===== src/positional_list_engine_unit_assert.svh =====
// ----------------------------------------------------------------------------
// Positional list engine assertion macros
// Shorthand for the clocked, reset-qualified checks used in the RTL.
// ----------------------------------------------------------------------------
`ifndef POSITIONAL_LIST_ENGINE_UNIT_ASSERT_SVH
`define POSITIONAL_LIST_ENGINE_UNIT_ASSERT_SVH

// The consequent must hold in the same cycle as the antecedent.
`define PLE_ASSERT_IMP(name, ante, cons, msg) \
   name: assert property (@(posedge clock) disable iff (reset) (ante) |-> (cons)) \
      else $error(msg);

// The consequent must hold in the cycle after the antecedent.
`define PLE_ASSERT_NXT(name, ante, cons, msg) \
   name: assert property (@(posedge clock) disable iff (reset) (ante) |=> (cons)) \
      else $error(msg);

`endif


===== src/ple_pkg.sv =====
`timescale 1ns / 1ps
// ----------------------------------------------------------------------------
// Positional list engine package
// Sizes, codes and shared types of the linked list engine.
// ----------------------------------------------------------------------------
package ple_pkg;

   // Pool size and element width.
   localparam int CAPACITY   = 64;
   localparam int DATA_WIDTH = 32;

   // Port field widths.
   localparam int POS_W     = 7;
   localparam int VAL_W     = 32;
   localparam int CNT_OUT_W = 7;

   // Derived internal widths.
   localparam int SLOT_W = $clog2(CAPACITY);
   localparam int CNT_W  = $clog2(CAPACITY + 1);
   localparam int CMP_W  = ((CNT_W > POS_W) ? CNT_W : POS_W) + 1;
   localparam int RD_W   = (DATA_WIDTH < VAL_W) ? DATA_WIDTH : VAL_W;

   typedef logic [SLOT_W-1:0]     ple_slot_type;
   typedef logic [CNT_W-1:0]      ple_cnt_type;
   typedef logic [DATA_WIDTH-1:0] ple_data_type;

   typedef enum logic [2:0] {
      OP_INS_FIRST = 3'd0,
      OP_INS_LAST  = 3'd1,
      OP_INS_POS   = 3'd2,
      OP_DEL_FIRST = 3'd3,
      OP_DEL_LAST  = 3'd4,
      OP_DEL_POS   = 3'd5,
      OP_READ      = 3'd6
   } ple_op_type;

   typedef enum logic [1:0] {
      STS_OK     = 2'd0,
      STS_BADPOS = 2'd1,
      STS_EMPTY  = 2'd2,
      STS_FULL   = 2'd3
   } ple_status_type;

   typedef enum logic [3:0] {
      ST_IDLE,
      ST_CHECK,
      ST_SCAN,
      ST_PRIME,
      ST_WALK,
      ST_LINK_A,
      ST_LINK_B,
      ST_UNLINK,
      ST_DONE
   } ple_state_type;

   // Write commands to the three slot memories, one port each.
   typedef struct packed {
      logic         nxt_we;
      ple_slot_type nxt_addr;
      ple_slot_type nxt_data;
      logic         prv_we;
      ple_slot_type prv_addr;
      ple_slot_type prv_data;
      logic         elm_we;
      ple_slot_type elm_addr;
      ple_data_type elm_data;
   } ple_wr_type;

   // Registered read data of one slot.
   typedef struct packed {
      ple_slot_type nxt;
      ple_slot_type prv;
      ple_data_type elm;
   } ple_rd_type;

endpackage


===== src/positional_list_engine_unit.sv =====
`timescale 1ns / 1ps
`include "positional_list_engine_unit_assert.svh"
// ----------------------------------------------------------------------------
// Positional list engine
// Circular doubly linked list of signed values over a pool of slots.
// ----------------------------------------------------------------------------
// The engine takes one request at a time and returns exactly one response
// per request. After a request transfer it checks the request in state
// ST_CHECK; a rejected or unused request goes straight to the response. An
// insert then scans the free-slot map one slot per cycle, from slot 0 up to
// the lowest free slot, and any operation on a non-empty list walks the
// next links from the head, one slot per cycle (a read of the head is
// primed first, then the walk steps on to the k-th position; inserts at
// the back walk only to the head). A new element is linked in ST_LINK_A
// and ST_LINK_B, and an element is unlinked in ST_UNLINK. The free-slot
// scan and the link walk, one step per cycle, set the latency. The worst
// case is an insert that finds only the last slot free and walks to the
// next-to-last position. The next request can be taken in the cycle
// after the response transfer. req_ready is high only while the engine is
// idle, that is after the previous response has been taken.
module positional_list_engine_unit
   import ple_pkg::*;
(
   input  logic                        clock,
   input  logic                        reset,
   input  logic                        req_valid,
   output logic                        req_ready,
   input  logic [2:0]                  req_opcode,
   input  logic signed [VAL_W-1:0]     req_value,
   input  logic [POS_W-1:0]            req_position,
   output logic                        rsp_valid,
   input  logic                        rsp_ready,
   output logic [1:0]                  rsp_status,
   output logic [CNT_OUT_W-1:0]        rsp_element_count,
   output logic signed [VAL_W-1:0]     rsp_read_value
);

   ple_state_type  state_ff, state_in;
   ple_op_type     op_ff, op_in;
   ple_data_type   val_ff, val_in;
   logic [POS_W-1:0] pos_ff, pos_in;
   ple_status_type sts_ff, sts_in;
   logic [VAL_W-1:0] rd_ff, rd_in;
   ple_cnt_type    count_ff, count_in;
   ple_slot_type   head_ff, head_in;
   logic [CAPACITY-1:0] free_ff, free_in;
   ple_cnt_type    step_ff, step_in;
   ple_cnt_type    tgt_ff, tgt_in;
   logic           front_ff, front_in;
   ple_slot_type   n_ff, n_in;
   ple_slot_type   a_ff, a_in;
   ple_slot_type   b_ff, b_in;
   ple_slot_type   cur_ff, cur_in;

   ple_slot_type   rd_addr;
   ple_wr_type     wr;
   ple_rd_type     rd_data;

   logic           is_ins, is_del, is_read;
   logic           chk_act;
   ple_status_type chk_status;
   ple_cnt_type    chk_epos;
   ple_cnt_type    chk_tgt;
   ple_cnt_type    count_inc;
   logic [CMP_W-1:0] pos_ext, cnt_ext;
   logic           full, empty, ins_bad, acc_bad;
   logic           step_hit;
   logic           scan_hit;
   logic [VAL_W-1:0] elm_out;

   ple_store u_store (
      .clock   (clock),
      .rd_addr (rd_addr),
      .wr      (wr),
      .rd_data (rd_data)
   );

   // Operation class of the held request.
   always_comb begin
      is_ins  = (op_ff == OP_INS_FIRST) || (op_ff == OP_INS_LAST) ||
                (op_ff == OP_INS_POS);
      is_del  = (op_ff == OP_DEL_FIRST) || (op_ff == OP_DEL_LAST) ||
                (op_ff == OP_DEL_POS);
      is_read = (op_ff == OP_READ);
   end

   // Request check: status, effective position and walk target.
   always_comb begin
      count_inc  = count_ff + 1'b1;
      pos_ext    = CMP_W'(pos_ff);
      cnt_ext    = CMP_W'(count_ff);
      full       = (count_ff == CNT_W'(CAPACITY));
      empty      = (count_ff == '0);
      ins_bad    = (pos_ext == '0) || (pos_ext > (cnt_ext + CMP_W'(1)));
      acc_bad    = (pos_ext == '0) || (pos_ext > cnt_ext);
      chk_status = STS_OK;
      chk_act    = 1'b0;
      chk_epos   = CNT_W'(1);
      unique case (op_ff)
         OP_INS_FIRST: begin
            if (full) chk_status = STS_FULL;
            else      chk_act    = 1'b1;
         end
         OP_INS_LAST: begin
            chk_epos = count_inc;
            if (full) chk_status = STS_FULL;
            else      chk_act    = 1'b1;
         end
         OP_INS_POS: begin
            chk_epos = CNT_W'(pos_ff);
            if (ins_bad)   chk_status = STS_BADPOS;
            else if (full) chk_status = STS_FULL;
            else           chk_act    = 1'b1;
         end
         OP_DEL_FIRST: begin
            if (empty) chk_status = STS_EMPTY;
            else       chk_act    = 1'b1;
         end
         OP_DEL_LAST: begin
            chk_epos = count_ff;
            if (empty) chk_status = STS_EMPTY;
            else       chk_act    = 1'b1;
         end
         OP_DEL_POS, OP_READ: begin
            chk_epos = CNT_W'(pos_ff);
            if (acc_bad) chk_status = STS_BADPOS;
            else         chk_act    = 1'b1;
         end
         default: begin
            chk_act = 1'b0;
         end
      endcase
      // An insert behind the last element links in front of the head.
      chk_tgt = (is_ins && (chk_epos == count_inc)) ? CNT_W'(1) : chk_epos;
   end

   // Shared step counter compare and free-slot probe.
   always_comb begin
      step_hit = (step_ff == tgt_ff);
      scan_hit = free_ff[step_ff[SLOT_W-1:0]];
      elm_out  = '0;
      elm_out[RD_W-1:0] = rd_data.elm[RD_W-1:0];
   end

   // Next state.
   always_comb begin
      state_in = state_ff;
      unique case (state_ff)
         ST_IDLE: begin
            if (req_valid) state_in = ST_CHECK;
         end
         ST_CHECK: begin
            if (!chk_act)    state_in = ST_DONE;
            else if (is_ins) state_in = ST_SCAN;
            else             state_in = ST_PRIME;
         end
         ST_SCAN: begin
            if (scan_hit) state_in = empty ? ST_LINK_A : ST_PRIME;
         end
         ST_PRIME: begin
            state_in = ST_WALK;
         end
         ST_WALK: begin
            if (step_hit) begin
               if (is_ins)      state_in = ST_LINK_A;
               else if (is_del) state_in = ST_UNLINK;
               else             state_in = ST_DONE;
            end
         end
         ST_LINK_A: begin
            state_in = ST_LINK_B;
         end
         ST_LINK_B, ST_UNLINK: begin
            state_in = ST_DONE;
         end
         ST_DONE: begin
            if (rsp_ready) state_in = ST_IDLE;
         end
         default: begin
            state_in = ST_IDLE;
         end
      endcase
   end

   // Datapath, memory commands and list bookkeeping.
   always_comb begin
      op_in    = op_ff;
      val_in   = val_ff;
      pos_in   = pos_ff;
      sts_in   = sts_ff;
      rd_in    = rd_ff;
      count_in = count_ff;
      head_in  = head_ff;
      free_in  = free_ff;
      step_in  = step_ff;
      tgt_in   = tgt_ff;
      front_in = front_ff;
      n_in     = n_ff;
      a_in     = a_ff;
      b_in     = b_ff;
      cur_in   = cur_ff;
      rd_addr  = cur_ff;
      wr       = '0;
      unique case (state_ff)
         ST_IDLE: begin
            if (req_valid) begin
               op_in  = ple_op_type'(req_opcode);
               val_in = DATA_WIDTH'(req_value);
               pos_in = req_position;
            end
         end
         ST_CHECK: begin
            sts_in   = chk_status;
            rd_in    = '0;
            tgt_in   = chk_tgt;
            front_in = (chk_epos == CNT_W'(1));
            step_in  = '0;
         end
         ST_SCAN: begin
            // An empty list links the new slot to itself.
            if (scan_hit) begin
               n_in   = step_ff[SLOT_W-1:0];
               a_in   = step_ff[SLOT_W-1:0];
               cur_in = step_ff[SLOT_W-1:0];
            end else begin
               step_in = step_ff + 1'b1;
            end
         end
         ST_PRIME: begin
            rd_addr = head_ff;
            cur_in  = head_ff;
            step_in = CNT_W'(1);
         end
         ST_WALK: begin
            // Read data always belongs to the current slot here.
            if (step_hit) begin
               a_in = rd_data.prv;
               b_in = rd_data.nxt;
               if (is_read) rd_in = elm_out;
            end else begin
               cur_in  = rd_data.nxt;
               rd_addr = rd_data.nxt;
               step_in = step_ff + 1'b1;
            end
         end
         ST_LINK_A: begin
            wr.nxt_we   = 1'b1;
            wr.nxt_addr = a_ff;
            wr.nxt_data = n_ff;
            wr.prv_we   = 1'b1;
            wr.prv_addr = n_ff;
            wr.prv_data = a_ff;
            wr.elm_we   = 1'b1;
            wr.elm_addr = n_ff;
            wr.elm_data = val_ff;
         end
         ST_LINK_B: begin
            wr.nxt_we   = 1'b1;
            wr.nxt_addr = n_ff;
            wr.nxt_data = cur_ff;
            wr.prv_we   = 1'b1;
            wr.prv_addr = cur_ff;
            wr.prv_data = n_ff;
            if (front_ff) head_in = n_ff;
            free_in[n_ff] = 1'b0;
            count_in      = count_inc;
         end
         ST_UNLINK: begin
            if (count_ff == CNT_W'(1)) begin
               head_in = '0;
            end else begin
               wr.nxt_we   = 1'b1;
               wr.nxt_addr = a_ff;
               wr.nxt_data = b_ff;
               wr.prv_we   = 1'b1;
               wr.prv_addr = b_ff;
               wr.prv_data = a_ff;
               if (front_ff) head_in = b_ff;
            end
            free_in[cur_ff] = 1'b1;
            count_in        = count_ff - 1'b1;
         end
         ST_DONE: begin
            rd_addr = cur_ff;
         end
         default: begin
            rd_addr = cur_ff;
         end
      endcase
   end

   // Control state.
   always_ff @(posedge clock) begin
      if (reset) begin
         state_ff <= ST_IDLE;
         count_ff <= '0;
         head_ff  <= '0;
         free_ff  <= '1;
      end else begin
         state_ff <= state_in;
         count_ff <= count_in;
         head_ff  <= head_in;
         free_ff  <= free_in;
      end
   end

   // Request payload and work registers.
   always_ff @(posedge clock) begin
      op_ff    <= op_in;
      val_ff   <= val_in;
      pos_ff   <= pos_in;
      sts_ff   <= sts_in;
      rd_ff    <= rd_in;
      step_ff  <= step_in;
      tgt_ff   <= tgt_in;
      front_ff <= front_in;
      n_ff     <= n_in;
      a_ff     <= a_in;
      b_ff     <= b_in;
      cur_ff   <= cur_in;
   end

   // Handshake and response outputs.
   assign req_ready         = (state_ff == ST_IDLE);
   assign rsp_valid         = (state_ff == ST_DONE);
   assign rsp_status        = sts_ff;
   assign rsp_element_count = CNT_OUT_W'(count_ff);
   assign rsp_read_value    = rd_ff;

   // Free map and element count always account for every slot when idle.
   `PLE_ASSERT_IMP(a_free_count, state_ff == ST_IDLE, $countones(free_ff) + int'(count_ff) == CAPACITY, "free slots and element count disagree")
   // The slot being linked in must still be free.
   `PLE_ASSERT_IMP(a_link_free, state_ff == ST_LINK_B, free_ff[n_ff], "linking a slot that is in use")
   // The slot being unlinked must be in use.
   `PLE_ASSERT_IMP(a_unlink_used, state_ff == ST_UNLINK, !free_ff[cur_ff], "unlinking a free slot")
   // The count changes only when a slot is linked or unlinked.
   `PLE_ASSERT_NXT(a_count_hold, state_ff != ST_LINK_B && state_ff != ST_UNLINK, count_ff == $past(count_ff), "element count changed outside link or unlink")
   // The count never exceeds the pool size.
   `PLE_ASSERT_IMP(a_count_max, 1'b1, count_ff <= CNT_W'(CAPACITY), "element count above capacity")

endmodule


===== src/ple_store.sv =====
`timescale 1ns / 1ps
// ----------------------------------------------------------------------------
// Positional list engine slot store
// Element, next-link and previous-link memories with one shared read address.
// ----------------------------------------------------------------------------
module ple_store
   import ple_pkg::*;
(
   input  logic         clock,
   input  ple_slot_type rd_addr,
   input  ple_wr_type   wr,
   output ple_rd_type   rd_data
);

   ple_slot_type nxt_mem [CAPACITY];
   ple_slot_type prv_mem [CAPACITY];
   ple_data_type elm_mem [CAPACITY];
   ple_rd_type   rd_ff;

   // Each memory takes at most one write per cycle.
   always_ff @(posedge clock) begin
      if (wr.nxt_we) begin
         nxt_mem[wr.nxt_addr] <= wr.nxt_data;
      end
      if (wr.prv_we) begin
         prv_mem[wr.prv_addr] <= wr.prv_data;
      end
      if (wr.elm_we) begin
         elm_mem[wr.elm_addr] <= wr.elm_data;
      end
   end

   // All three memories are read at the same slot; data is registered.
   always_ff @(posedge clock) begin
      rd_ff.nxt <= nxt_mem[rd_addr];
      rd_ff.prv <= prv_mem[rd_addr];
      rd_ff.elm <= elm_mem[rd_addr];
   end

   assign rd_data = rd_ff;

endmodule


===== config.mk =====
export PLATFORM = sky130hd
export DESIGN_NAME = positional_list_engine_unit
export DESIGN_NICKNAME = d
export VERILOG_FILES = /design/src/ple_pkg.sv /design/src/positional_list_engine_unit.sv /design/src/ple_store.sv
export VERILOG_INCLUDE_DIRS = /design/src /design/src/src
export SDC_FILE = /design/constraint.sdc
export NUM_CORES = 2
export LEC_CHECK = 0
export BUFFER_PORTS_ARGS = -buffer_cell sky130_fd_sc_hd__buf_2
export CAP_MARGIN = 20
export CORE_MARGIN = 4
export CORE_UTILIZATION = 63
export CTS_CLUSTER_SIZE = 10
export DETAILED_ROUTE_END_ITERATION = 16
export HOLD_SLACK_MARGIN = 0.02
export PLACE_DENSITY = 0.91
export SYNTH_ARGS = -nofsm -noshare
export SYNTH_HDL_FRONTEND = slang
export SYNTH_HIERARCHICAL = 1
export SYNTH_SLANG_ARGS = --single-unit

===== constraint.sdc =====
create_clock -name clock -period 4.93 [get_ports clock]
set_input_delay 0.493 -clock clock [delete_from_list [all_inputs] [get_ports clock]]
set_output_delay 0.493 -clock clock [all_outputs]
set_load 0.02 [all_outputs]

==> metrics.yaml, run 1 <==
status:
  status: "aborted with a tool error"
  stop_stage: "5_1_grt"
  tool.error: "[ERROR GRT-0116] Global routing finished with congestion. Check the congestion regions in the DRC Viewer."
synthesis:
  synth-async-reset-ratio_pct: 0
  avgSynthCellArea_um2: 20.6
  ys.flop_type: "edfxtp_1"
  syn_inst: 5724
  syn_area_mm2: 0.118
  mappedNetlistNets: 5787
  synth.distinct_cells: 79
  yosysWarnings: 6
  yosysSeqAreaShare_pct: 76.8
  synth_seq_cells: 3056
  synth_edf_count: 2931
die:
  core.rowCount: 158
  die_y_um: 441
  die_x_um: 441
  start_util_pct: 63.5
  ios: 89
clock_tree:
  clkSinkCount: 3056
  cts_root_buffer: "clkbuf_16"
  h-tree-depth: 5
  cts.path.max_buffers: 4
  cts_buffers: 356
global_route:
  grt_usage_pct: 54.8
  grt_pass1_wl_um: 711000
  grt_max_degree: 93
  grt_pass1_vias: 84100
  overflow: 70
placement:
  numPortBuffers: 88
  dp.final_hpwl_um: 214000
  placed_cell_area_mm2: 0.124
  gp_congestion: 0.928
[stage by stage]
stage,std cells,hold WS (ps),util [%],setup TNS (ps),setup WS (ps)
detailed placement,8303,472,66.6,-1660,-353
CTS,8857,25.2,72.1,0,7.90
floorplan,5724,408,-,0,910
global placement,8302,465,66.6,0,85.4
[timing repair]
action | 4_1_cts
buffers inserted | 5
gates cloned | 0
resized for setup | 8
hold buffers | 43
pin swaps | 1
setup endpoints to repair | 42
endpoints found under the hold margin | 43
[layer usage]
metal,GRT overflow,GRT usage (%)
met5,1,23.4
met3,3,42.7
met2,32,69.8
met1,2,56.2
met4,32,46.2
[cells in the mapped netlist, types with 21 or more instances]
library cell / n / area share, %
o22ai_1: 99 / 0.53
edfxtp_1: 2931 / 75
o21ai_0: 26 / 0.11
a221oi_1: 67 / 0.50
nand2b_1: 21 / 0.11
a22oi_1: 111 / 0.71
buf_4: 45 / 0.29
nor3_1: 54 / 0.23
o221ai_1: 38 / 0.28
dfxtp_1: 125 / 2.1
a221o_1: 55 / 0.47
nor2_1: 333 / 1.1
inv_1: 23 / 0.073
nand2_1: 222 / 0.71
and2_1: 81 / 0.43
mux4_2: 714 / 14
nand3b_1: 21 / 0.13
a22o_1: 55 / 0.41
a21oi_1: 64 / 0.27
mux2i_1: 27 / 0.23
clkbuf_1: 194 / 0.62
a31oi_1: 44 / 0.23
nor2b_1: 27 / 0.14
nand3_1: 35 / 0.15
buf_2: 76 / 0.32
[cell families after synthesis]
| group | count (synthesis) | synth area share, % |
|---|---|---|
| XOR/XNOR | 27 | 0.201 |
| AO/OA/AOI/OAI | 632 | 4.01 |
| flip-flops | 3056 | 76.8 |
| AND/OR/NAND/NOR | 879 | 3.50 |
| buffers and inverters | 368 | 1.46 |
| multiplexers | 745 | 13.9 |
| adder cells (fa/ha/maj) | 17 | 0.180 |
==> inputs of run 2 (changes only) <==
--- a/config.mk
+++ b/config.mk
@@ -9,11 +9,9 @@
 export BUFFER_PORTS_ARGS = -buffer_cell sky130_fd_sc_hd__buf_2
 export CAP_MARGIN = 20
 export CORE_MARGIN = 4
-export CORE_UTILIZATION = 63
-export CTS_CLUSTER_SIZE = 10
+export CORE_UTILIZATION = 40
 export DETAILED_ROUTE_END_ITERATION = 16
-export HOLD_SLACK_MARGIN = 0.02
-export PLACE_DENSITY = 0.91
+export PLACE_DENSITY_LB_ADDON = 0.15
 export SYNTH_ARGS = -nofsm -noshare
 export SYNTH_HDL_FRONTEND = slang
 export SYNTH_HIERARCHICAL = 1
==> run 2 against run 1 <==
Area after synthesis is the same. Synthesized cell count is the same. The flow now finishes without violations.
==> metrics.yaml, run 2 <==
setup_path:
  startpoint_type: "flip-flop"
  worst-path-max-fanout: 16
  rrSetupSlack_ps: 320
  cp-end-kind: "flip-flop"
  cp_data_arrival_time_ps: 5360
  worstSetupPathType: "flip-flop to flip-flop"
  worst_r2r_endpoint: "u_store/rd_data[17]"
  reg2reg_from: "step_ff[1]"
  worstPathRequired_ps: 5680
  r2r_cells: 14
die:
  die_y_um: 551  # +25%
  dieArea_mm2: 0.304
  core_mm2: 0.294
  start_util_pct: 40.1  # -23 points
  core.rowCount: 199  # +26%
  ios: 89  # unchanged
  die_x_um: 551  # +25%
synthesis:
  synth.most_common_cell: "edfxtp_1"
  synth_seq_cells: 3056  # unchanged
  synth-async-reset-ratio_pct: 0  # unchanged
  syn_area_mm2: 0.118  # unchanged
  yosysSeqAreaShare_pct: 76.8  # unchanged
  synth_area_leaders: "edfxtp_1 75%, mux4_2 14%, dfxtp_1 2.1%"
  synthTopCellsByCount: "2931 x edfxtp_1, 714 x mux4_2, 333 x nor2_1, 222 x nand2_1, 194 x clkbuf_1"
  avgSynthCellArea_um2: 20.6  # unchanged
  syn_inst: 5724  # unchanged
  synth_edf_count: 2931  # unchanged
  synth_top_area_share_pct: 74.6  # unchanged
  mappedNetlistNets: 5787  # unchanged
  yosysWarnings: 6  # unchanged
  synth.distinct_cells: 79  # unchanged
  yosysTopAreaCell: "edfxtp_1"
  ys.flop_type: "edfxtp_1"
timing:
  slew_viol_final: 0
  layout_worst_path_cycle_share_pct: 93.6
  hold_viol_final: 0
  rsz0062_at_grt: "no"
  min_period_ps: 4610
  fmax_mhz: 217
  setup_violations: 0
  tightest_slew_ps: 1230
  fin_skew_ps: 53.9
  max_slew_margin_pct: 18.2
route:
  drc: 0
  vias: 61400
  drtIter0Drc: 7396
  drt-total-wl_um: 341000
  drtPass1Iterations: 6
  ant_nets: 0
  vias_per_cell: 5.86
  wl_per_cell_um: 32.6
placement:
  numPortBuffers: 88  # unchanged
  dp.final_hpwl_um: 206000  # -3.8%
  gp_congestion: 0.832  # -10%
  placed_cell_area_mm2: 0.126  # +2.0%
clock_tree:
  cts_tree: "done"
  cts_root_buffer: "clkbuf_16"
  clk-insertion-delay-late_ps: 880
  cts.path.max_buffers: 4  # unchanged
  cts_buffers: 322  # -9.6%
  clkSlewWorstSetupHoldPaths_ps: 60
  h-tree-depth: 5  # unchanged
  clkSinkCount: 3056  # unchanged
hold_path:
  min-delay-start: "rsp_ready"
  hold_end: "state_ff[3]"
  hold_depth: 3
  hp-class: "input pin to flip-flop"
global_route:
  grt_usage_pct: 22.2
  antenna_found_initial: 23
  grt_pass1_wl_um: 480000
  grt_pass1_vias: 61800
  grt_max_degree: 96
  overflow: 0
finish:
  synthToLayoutAreaGrowth_pct: 16.3
  mostFrequentLayoutCells: "2931 x edfxtp_1, 714 x mux4_2, 388 x buf_4"
  mostFrequentLayoutCell: "edfxtp_1"
  largest_register: "u_store/elm_mem"
  top_regs: "u_store/elm_mem x2048, u_store/nxt_mem x384, u_store/prv_mem x384"
  drive_gt1_share_pct: 28.6
  stdcell_area_mm2: 0.137
  largest_register_ffs: 2048
  nets: 6361
power_and_ir_drop:
  power.total_mw: 60.7
  powerDensity_mw_per_mm2: 443
  ir_drop_uv: 280
  power_leakage_nw: 49.6
status:
  status: "completed"
job:
  maxCapViolCount: 0
-- run 2: cell counts after synthesis --
No cell type changed its count.
-- run 2: timing repair --
action	in CTS	in global routing
hold endpoints to repair	42	0
setup endpoints to repair	11	13
pin swaps	1	3
hold buffers	42	0
setup buffers	3	8
resized for setup	3	12
-- run 2: metal layers --
| metal | global-route usage (%) | vias to the layer above | share of wire, % |
|---|---|---|---|
| met5 | 0 | - | 0.0079 |
| met4 | 5.16 | 4 | 2.4 |
| met3 | 3.69 | 436 | 7.2 |
| met2 | 35.3 | 2376 | 47 |
| met1 | 32.4 | 33500 | 43 |
| li1 | - | 25100 | - |
-- run 2: critical path: stages, from the launching register on --
cell and delay (ps):
edfxtp_1 410, xor2_1 190, nor4_1 320, nand4_2 280
buf_4 290, mux2i_1 130, o21ai_0 270, a21o_2 400
buf_4 220, buf_4 220, or3b_2 670, o221ai_1 270
a31oi_1 170, nor2_1 560, nor2_1 90
-- run 2: worst max path at each step --
stage / from / endpoint / slack (ps) / cells past startpoint
6_report: step_ff[1] / u_store/rd_data[17] / 320 / 14
5_1_grt: step_ff[5] / u_store/rd_data[17] / 170 / 14
2_1_floorplan: rsp_element_count[1] / u_store/prv_mem[11][0] / 910 / 11
3_5_place_dp: step_ff[5] / u_store/rd_data[12] / -380 / 13
4_1_cts: step_ff[5] / u_store/rd_data[8] / 5 / 15
3_3_place_gp: step_ff[5] / u_store/rd_data[21] / -1100 / 14
-- run 2: cell type report --
type,instances,area (µm²)
Timing Repair Buffer,591,5210
Multi-Input combinational cell,2300,26400
Sequential cell,3056,90500
Clock inverter,166,1310
Fill cell,24700,157000
Antenna cell,7,17.5
Inverter,27,105
Tap cell,3919,4900
Clock buffer,416,8630
-- run 2: cell families after synthesis --
logic type	Yosys count	synth area share (%)
multiplexers	745	13.9
AO/OA/AOI/OAI	632	4.01
XOR/XNOR	27	0.201
flip-flops	3056	76.8
adder cells (fa/ha/maj)	17	0.180
AND/OR/NAND/NOR	879	3.50
buffers and inverters	368	1.46
-- run 2: through the flow --
step	hold WS [ps]	setup slack [ps]	utilization [%]	TNS, ps	cells
after global placement	467	-1100	43.0	-3500	9825
final	44.2	318	46.7	0	10500
after CTS	1.14	5.06	46.5	0	10500
after detailed placement	468	-380	43.0	-1980	9828
after floorplan	408	910	-	0	5724
after global routing	39.8	173	46.7	0	10500
-- run 2: power breakdown --
part           internal [mW]  total (mW)  switching (mW)
logic                   3.04        8.36            5.32
clock network           13.3        23.2            9.88
registers               28.7        29.2           0.444
(Power assumes the default switching activity.)
